==> src/rtl/ppbc_pkg.sv <==
// Shared types and constants for the PTZ preset blend command block.
package ppbc_pkg;

  localparam int TableDepthDef = 64;

  // configuration register indexes
  localparam logic [1:0] CFG_HEADER = 2'd0;
  localparam logic [1:0] CFG_PAN_SPEED = 2'd1;
  localparam logic [1:0] CFG_TILT_SPEED = 2'd2;

  localparam logic [7:0] HEADER_RST = 8'h81;
  localparam logic [7:0] PAN_SPEED_RST = 8'h12;
  localparam logic [7:0] TILT_SPEED_RST = 8'h0e;

  localparam logic [7:0] BYTE_01 = 8'h01;
  localparam logic [7:0] BYTE_06 = 8'h06;
  localparam logic [7:0] BYTE_02 = 8'h02;
  localparam logic [7:0] BYTE_04 = 8'h04;
  localparam logic [7:0] BYTE_47 = 8'h47;
  localparam logic [7:0] BYTE_FF = 8'hff;

  localparam int PacketLen = 24;

  // one queued transaction between front and back
  typedef struct packed {
    logic        cmd;
    logic [15:0] id_a;
    logic [7:0]  weight_a;
    logic [15:0] id_b;
    logic [7:0]  weight_b;
    logic [15:0] id_c;
    logic [7:0]  weight_c;
    logic [15:0] id_d;
    logic [7:0]  weight_d;
    logic [15:0] pan_in;
    logic [15:0] tilt_in;
    logic [15:0] zoom_in;
  } item_t;

  typedef enum logic [2:0] {
    ST_IDLE,
    ST_SCAN,
    ST_DIV,
    ST_SEND,
    ST_ADD
  } back_state_t;

endpackage

==> src/rtl/ppbc_queue.sv <==
// Two-entry queue that decouples the input front from the command back end.
module ppbc_queue (
  input  logic            clk,
  input  logic            rst,
  input  logic            in_valid,
  output logic            in_ready,
  input  ppbc_pkg::item_t in_item,
  output logic            out_valid,
  input  logic            out_ready,
  output ppbc_pkg::item_t out_item
);

  ppbc_pkg::item_t slot [2];
  logic            wr_ptr;
  logic            rd_ptr;
  logic [1:0]      fill;

  assign in_ready  = (fill != 2'd2);
  assign out_valid = (fill != 2'd0);
  assign out_item  = slot[rd_ptr];

  // pointer and fill bookkeeping
  always_ff @(posedge clk) begin
    if (rst) begin
      wr_ptr <= 1'b0;
      rd_ptr <= 1'b0;
      fill   <= 2'd0;
    end else begin
      if (in_valid && in_ready) begin
        slot[wr_ptr] <= in_item;
        wr_ptr       <= ~wr_ptr;
      end
      if (out_valid && out_ready) rd_ptr <= ~rd_ptr;
      fill <= fill + {1'b0, in_valid && in_ready} - {1'b0, out_valid && out_ready};
    end
  end

endmodule

==> config.mk <==
export PLATFORM = sky130hd
export DESIGN_NAME = ppbc_queue
export DESIGN_NICKNAME = d
export VERILOG_FILES = /design/src/rtl/ppbc_pkg.sv /design/src/rtl/ppbc_queue.sv
export SDC_FILE = /design/constraint.sdc
export NUM_CORES = 1
export LEC_CHECK = 0
export BUFFER_PORTS_ARGS = -buffer_cell sky130_fd_sc_hd__buf_2
export CELL_PAD_IN_SITES_DETAIL_PLACEMENT = 1
export CELL_PAD_IN_SITES_GLOBAL_PLACEMENT = 1
export CORE_ASPECT_RATIO = 0.7
export CORE_MARGIN = 1.5
export CORE_UTILIZATION = 30
export DETAILED_ROUTE_END_ITERATION = 8
export PLACE_DENSITY = 0.65
export SKIP_LAST_GASP = 1
export SLEW_MARGIN = 15
export SYNTH_ARGS = -nofsm -noshare
export SYNTH_HDL_FRONTEND = slang
export SYNTH_SLANG_ARGS = --single-unit
export TNS_END_PERCENT = 5
==> constraint.sdc <==
create_clock -name clk -period 12.13 [get_ports clk]
set_clock_uncertainty 0.1 [all_clocks]
set_input_delay 0.6065 -clock clk [delete_from_list [all_inputs] [get_ports clk]]
set_output_delay 0.6065 -clock clk [all_outputs]
set_load 0.02 [all_outputs]
==> flow_summary.ini, run 1 <==
[worst_hold_path]
hp-class = input pin to register
hp-start = in_item[10]
hold_depth = 1
hold_end = slot[0][10]

[floorplanning]
die_x_um = 231
core-area_mm2 = 0.0358
die_area_mm2 = 0.0374
io_pins = 296
initial_core_util_pct = 30.4
die_h_um = 162
rows = 58

[clock_network]
clk_pin_slew_worst_paths_ns = 0.06
cts-root-buf = clkbuf_16
htree_levels = 1
cts_buffer_depth = 3
cts_resized = 0
cts_tree = built
cts_setup_buffers = 0
cts.sinks = 295
insertion_delay_ns = 0.56
cts_hold_buf = 0
numCtsBuffers = 29

[synth]
ys.flop_type = edfxtp_1
ys_seq_area_share_pct = 80.9
yosysTopAreaCellShare_pct = 80.0
syn_area_per_cell_um2 = 22.9
syn_nets = 626
yosys_warnings = 0
yosysMostFrequentCell = edfxtp_1
synthCells = 475
synth_cell_types = 18
synth_common_cells = 290 x edfxtp_1, 96 x mux2_2, 50 x mux2_4
ys_ff_latch = 295
synth_area_leaders = edfxtp_1 80%, mux2_2 9.9%, mux2_4 6.9%
async_flop_share_pct = 0
syn_area_mm2 = 0.0109
synth_edf_count = 290
synth_top_cell_by_area = edfxtp_1

[detailed_routing]
ant_nets = 0
drc_errors = 0
drt_iter0_drc = 244
via_count = 5499
drt-total-wl_um = 22600
dr.pass1.iters = 4
vias_per_cell = 4.25
wl_per_cell_um = 17.5

[cells_and_area]
num_antenna_cells = 0
synthToLayoutAreaGrowth_pct = 27.0
fin_cells = 1294
fin_util_pct = 38.5
fin_nets = 943
drive_above_1_share_pct = 60.3

[placement]
gp_congestion = 0.695
dp_hpwl_um = 14800
port-buffer-count = 295
dp_cells = 1241

[setup_path]
critPathMaxFanout = 62
worst_r2r_startpoint = fill[0]
r2r_cells = 4
path_class = register to output pin
reg2reg_slack_ns = 9.12
slowest_delay_ns = 0.82
cp-end-kind = output pin
path_cells = buf_4 -> mux2_2 -> buf_2
worstPathArrival_ns = 2.73
required_ns = 11.42
slowest_stage = buf_4
start_kind = register
reg2reg_to = slot[1][0]

[power]
ir_drop_mv = 0.113
power.density_mw_per_mm2 = 199
leakagePower_nw = 5.12

[global_route]
grtUsageTotal_pct = 11.7
antenna_found_initial = 10
grt_pass1_wl_um = 34100
grt_remaining_overflow = 0
grt_pass1_vias = 5895
grt_start_max_net_pins = 66

[run]
max_cap_viol_count = 0

[status]
status = finished, final reports clean

[sta]
period_needed_ns = 3.43
maxSlewHeadroom_pct = 28.9
hold_viol = 0
finalSetupTns_ns = 0
rsz0062_at_grt = no
tightest_slew_ns = 1.07
drv_slew = 0
hold_slack_ns = 0.134
timing.fmax_mhz = 291
post-route-period-util_pct = 28.3
setup_violations = 0
## area by class of cell
class	instances	area [um2]
clock buffers	41	831
clock inverters	12	78.8
fillers	3634	22000
inverters	1	3.75
multi-input cells	163	1960
flip-flops and latches	295	8810
well taps	480	601
repair buffers	302	1530
## registers in the layout, summed over array words and instances, names as in the netlist, named ones only
name and cells:
slot 290, fill 2, wr_ptr 1, rd_ptr 1
## logic make-up after synthesis
kind of cell,Yosys count,synth area share [%]
compound gates,1,0.0690
xor+xnor,3,0.241
fa+ha+maj,2,0.230
buf+inv,17,1.17
flops,295,80.9
mux,146,16.8
simple gates,11,0.517
## placed cells by master, fill, tap and decap left out, types with 2 or more instances in the layout
cell	count
dfxtp_1	4
nor2b_1	2
nor2_1	4
mux2_4	50
buf_4	7
clkinv_1	8
ha_1	2
clkbuf_8	6
clkinv_2	2
edfxtp_1	290
mux2_2	96
clkbuf_16	29
buf_2	295
xnor2_1	2
clkbuf_1	6
## routing by layer
layer | vias up | share of wire [%] | GRT usage (%)
met4 | 8 | 2.5 | 2.73
met2 | 177 | 46 | 18.5
met1 | 2743 | 43 | 15.1
met5 | - | 0.29 | 0
met3 | 47 | 8.7 | 4.85
li1 | 2524 | - | -
## how the worst max path moves through the flow
stage | endpoint | startpoint | cells past startpoint
floorplan | slot[0][0] | fill[0] | 3
global route | out_item[1] | register | 3
CTS | out_item[1] | register | 3
global placement | slot[1][121] | in_valid | 4
detailed placement | slot[1][121] | in_valid | 4
finish | out_item[1] | register | 3
## worst max-delay path: cells and delay by family (launching register included)
kind / cells / cell delay, ns
DFF: 1 / 0.64
buffers and inverters: 2 / 0.99
muxes: 1 / 0.42
## where the power goes
part           switching [W]  internal [W]
clock network       0.000361      0.000494
registers          0.0000319       0.00121
logic               0.000372      0.000273
## through the flow
stage / worst slack [ns] / instance area, um2 / power, W
5_1_grt: 8.52 / 13800 / 0.00286
2_1_floorplan: 0.666 / 10900 / 0.00174
4_1_cts: 8.62 / 13800 / 0.00279
3_5_place_dp: 8.88 / 12900 / 0.00192
3_3_place_gp: 8.97 / 12900 / 0.00191
6_report: 8.70 / 13800 / 0.00274
Note: power is estimated with default switching activity, not from simulation.
==> run 2, diff against run 1 <==
- PLACE_DENSITY: 0.65 -> 0.63
- clock period: 12.13 -> 3.5 ns (I/O delays scaled with it)
==> run 2 against run 1 <==
Global-route usage rose by 1.3 points. First-iteration DRC count rose by 16%. Sequential share of layout area fell by 6.6 points. Cell count rose by 11%. Routed wire length rose by 11%. Register-to-register slack got worse by 7.6 ns. Clock power rose to 3.6 times the previous value. Total power rose to 3.6 times the previous value. Sequential power rose to 3.5 times the previous value. Hold slack improved by 0.10 ns. Non-clock buffer count rose by 147. Clock-buffer cell count fell by 1. Largest cell class unchanged. Highest routed layer is now met4.
==> flow_summary.ini, run 2 (same netlist as run 1, synthesis figures left out) <==
[status]
status = finished, final reports clean

[run]
max_cap_viol_count = 0

[worst_hold_path]
hp-class = input pin to register

[floorplanning]
initial_core_util_pct = 30.4
io_pins = 296
die_x_um = 231
rows = 58
die_h_um = 162
die_area_mm2 = 0.0374
core-area_mm2 = 0.0358

[sta]
post-route-period-util_pct = 75.1
hold_viol = 0
rsz0062_at_grt = no
hold_slack_ns = 0.239
drv_slew = 0
period_needed_ns = 2.63
tightest_slew_ns = 0.864
setup_violations = 0
worst_slack_ns = 0.870
timing.fmax_mhz = 380
maxSlewHeadroom_pct = 42.4

[cells_and_area]
multi_input_area_mm2 = 0.00198
drive_above_1_share_pct = 51.1
n_fill_cell = 3561
final_cell_area_mm2 = 0.0154
fin_nets = 1091
largest_reg_flops = 290
top_register = slot
final_common_cell = buf_2
final_cell_mix = 295 x buf_2, 290 x edfxtp_1, 148 x dlygate4sd3_1, 96 x mux2_2, 50 x mux2_4
regArea_mm2 = 0.00881
synthToLayoutAreaGrowth_pct = 41.5
reg_top3 = slot (290), fill (2)
num_antenna_cells = 0

[clock_network]
htree_levels = 1
cts.sinks = 295
cts_setup_buffers = 0
cts-root-buf = clkbuf_16
cts_buffer_depth = 3
clk_pin_slew_worst_paths_ns = 0.06
insertion_delay_ns = 0.55
cts_tree = built
numCtsBuffers = 30

[global_route]
grt_remaining_overflow = 0
grtUsageTotal_pct = 13.1
antenna_found_initial = 0
grt_pass1_vias = 6622
grt_pass1_wl_um = 37800
grt_start_max_net_pins = 86

[setup_path]
r2r_cells = 4
critPathMaxFanout = 63
reg2reg_slack_ns = 1.49
path_class = register to output pin
cp-endpoint = out_item[38]
cp-end-kind = output pin
start_kind = register
reg2reg_to = slot[0][5]
worstPathArrival_ns = 2.36
required_ns = 3.22
worst_r2r_startpoint = fill[0]

[detailed_routing]
wl_per_cell_um = 17.4
dr.pass1.iters = 4
ant_nets = 0
drc_errors = 0
via_count = 6064
drt-total-wl_um = 25000
drt_iter0_drc = 284
vias_per_cell = 4.21

[power]
power.density_mw_per_mm2 = 638
leakagePower_nw = 5.76
ir_drop_mv = 0.344

[placement]
port-buffer-count = 295
place_area_mm2 = 0.0130
dp_slack_ns = 1.41
gp_congestion = 0.722
dp_hpwl_um = 15200
[run 2: cell types whose count changed in the layout (fill, tap and decap cells not counted), moves of 3 or more]
cell	previous run	this run
dlygate4sd3_1	0	148
buf_4	7	1
clkbuf_8	6	0
buf_12	0	5
clkbuf_1	6	9
[run 2: power breakdown]
| group | internal [W] | total [W] | switching [W] |
|---|---|---|---|
| sequential | 0.00420 | 0.00434 | 0.000139 |
| clock | 0.00182 | 0.00309 | 0.00127 |
| combinational | 0.00108 | 0.00239 | 0.00132 |
| total | 0.00710 | 0.00982 | 0.00272 |
[run 2: worst min-delay path by stage]
| stage | startpoint | end | slack, ns | cells after the start |
|---|---|---|---|---|
| final | in_item[84] | slot[0][84] | 0.24 | 2 |
| after global routing | in_item[46] | slot[0][46] | 0.22 | 2 |
| after CTS | in_item[130] | slot[0][130] | 0.20 | 2 |
| after detailed placement | in_item[38] | slot[1][38] | 0.27 | 1 |
| after global placement | in_item[99] | slot[1][99] | 0.26 | 1 |
| after floorplan | rst | fill[0] | 0.14 | 1 |
[run 2: final cells by class]
class	instances	area share, %
Sequential cell	295	57.2
Timing Repair Buffer	449	19.9
Multi-Input combinational cell	163	12.9
Clock buffer	40	5.26
Tap cell	480	3.90
Clock inverter	11	0.820
Inverter	1	0.0244
[run 2: metrics by stage]
| step | setup TNS (ns) | util [%] | cells | total power, W |
|---|---|---|---|---|
| finish | 0 | 43.0 | 1439 | 0.00982 |
| global route | 0 | 43.0 | 1439 | 0.0103 |
| CTS | 0 | 43.0 | 1439 | 0.00997 |
| detailed placement | 0 | 36.2 | 1240 | 0.00670 |
| global placement | 0 | 36.2 | 1240 | 0.00668 |
| floorplan | -342.03 | - | 475 | 0.00600 |
[run 2: timing repair]
| item | in CTS | in global routing |
|---|---|---|
| gates resized for setup | 0 | 0 |
| hold buffers | 148 | 0 |
| hold endpoints to repair | 295 | 0 |
[run 2: critical path, stage by stage (launching register included)]
cell	delay (ns)
dfxtp_4	0.72
buf_12	0.40
mux2_2	0.41
buf_2	0.17
[run 2: routing by layer]
metal / GRT usage [%] / routed length [um] / vias to the layer above
met5: 0 / 0 / -
met4: 3.24 / 576 / 0
met3: 2.99 / 1210 / 41
met2: 21.8 / 12300 / 166
met1: 17.3 / 11000 / 3045
li1: - / - / 2812
==> run 3, diff against run 2 <==
- clock period: 3.5 -> 2.7 ns (I/O delays scaled with it)
==> run 3 against run 2 <==
Via count barely moved. Hold slack got worse by 0.041 ns. Cell count grew 0.63%. Setup slack lost 0.58 ns. Clock power increased by 35%. Global-route usage about the same. Critical endpoint is now out_item[39]. Highest routed layer unchanged.
==> flow_summary.ini, run 3 (same netlist as run 1, synthesis figures left out) <==
[status]
status = finished, final reports clean

[sta]
period_needed_ns = 2.41
drv_slew = 0
rsz0062_at_grt = no
hold_slack_ns = 0.199
timing.fmax_mhz = 415
finalSetupTns_ns = 0
tightest_slew_ns = 0.554
maxSlewHeadroom_pct = 63.0
hold_viol = 0
setup_violations = 0
post-route-period-util_pct = 89.3

[worst_hold_path]
hp-start = in_item[13]
hp-class = input pin to register

[clock_network]
cts_tree = built
cts-root-buf = clkbuf_16
clk_pin_slew_worst_paths_ns = 0.06
htree_levels = 1
cts_buffer_depth = 3
numCtsBuffers = 30
cts.sinks = 295
insertion_delay_ns = 0.55

[global_route]
grt_remaining_overflow = 0
grtUsageTotal_pct = 13.0
antenna_found_initial = 1
grt_pass1_vias = 6718
grt_start_max_net_pins = 85
grt_pass1_wl_um = 38000

[cells_and_area]
drive_above_1_share_pct = 51.7
final_cell_mix = 295 x buf_2, 290 x edfxtp_1, 149 x dlygate4sd3_1, 96 x mux2_2, 50 x mux2_4
synthToLayoutAreaGrowth_pct = 42.5
reg_top3 = slot (290), fill (2)
top_register = slot
fin_nets = 1094
n_fill_cell = 3596
final_common_cell = buf_2
largest_reg_flops = 290

[detailed_routing]
wl_per_cell_um = 17.1
via_count = 6068
drc_errors = 0
ant_nets = 0
vias_per_cell = 4.19
drt-total-wl_um = 24800
drt_iter0_drc = 159
dr.pass1.iters = 4

[setup_path]
start_kind = register
cp-end-kind = output pin
worstPathArrival_ns = 2.18
critPathMaxFanout = 26
slowest_stage = dfxtp_4
required_ns = 2.47
path_cells = buf_4 -> mux2_2 -> buf_2
slowest_delay_ns = 0.61
worst_r2r_startpoint = fill[0]
path_class = register to output pin

[power]
ir_drop_mv = 0.439
power.density_mw_per_mm2 = 834
leakagePower_nw = 5.81

[floorplanning]
rows = 58
core-area_mm2 = 0.0358
initial_core_util_pct = 30.4
io_pins = 296
die_h_um = 162
die_x_um = 231
die_area_mm2 = 0.0374

[run]
max_cap_viol_count = 0

[placement]
port-buffer-count = 295
gp_congestion = 0.723
dp_hpwl_um = 15200
run 3: cell types whose count changed in the layout (fill, tap and decap cells not counted), moves of 2 or more:
cell / delta
clkinvlp_4: +3
clkinv_2: +5
clkbuf_1: -5
buf_12: +2
clkinv_1: +2
run 3: where the power goes:
group	internal [W]	switching, W	total, W
sequential	0.00544	0.000150	0.00559
combinational	0.00143	0.00175	0.00318
clock	0.00246	0.00169	0.00416
total	0.00934	0.00359	0.0129
run 3: layer usage:
| metal | share of wire, % | up-vias | global-route usage (%) |
|---|---|---|---|
| li1 | - | 2837 | - |
| met1 | 44 | 3029 | 16.6 |
| met2 | 49 | 159 | 22.0 |
| met3 | 5.2 | 43 | 3.33 |
| met4 | 2.3 | 0 | 3.48 |
| met5 | 0 | - | 0 |
run 3: cell type report:
cell class / count / area, um2 / share of cell area (%)
Multi-Input combinational cell: 163 / 1980 / 12.8
Clock inverter: 21 / 203 / 1.31
Clock buffer: 35 / 791 / 5.10
Sequential cell: 295 / 8810 / 56.8
Antenna cell: 1 / 2.50 / 0.0161
Timing Repair Buffer: 452 / 3120 / 20.1
Tap cell: 480 / 601 / 3.87
Inverter: 1 / 3.75 / 0.0242
run 3: worst paths after layout:
path	slack, ns	to	depth (start not counted)
worst min register to register	0.42	rd_ptr	2
worst max-delay path	0.29	out_item[39]	3
worst min-delay path	0.20	slot[1][13]	2
worst max register to register	0.85	slot[1][110]	4
run 3: timing repair:
item	CTS	global route
hold endpoints to repair	295	0
gates resized for setup	0	0
buffers inserted	0	0
hold buffers	149	0
run 3: worst max-delay path: cells and delay by family (launching register included):
kind	cells	cell delay, ns
buf+inv	2	0.58
flops	1	0.61
mux	1	0.39
run 3: metrics by stage:
stage	std cells	util, %	area (um2)	total power, W	setup WS, ns
final	1448	43.3	15500	0.0129	0.289
after global routing	1448	43.3	15500	0.0135	0.139
after CTS	1447	43.3	15500	0.0132	0.213
after detailed placement	1242	36.3	13000	0.00873	0.834
after global placement	1242	36.3	13000	0.00869	0.891
after floorplan	475	-	10900	0.00777	-2.11
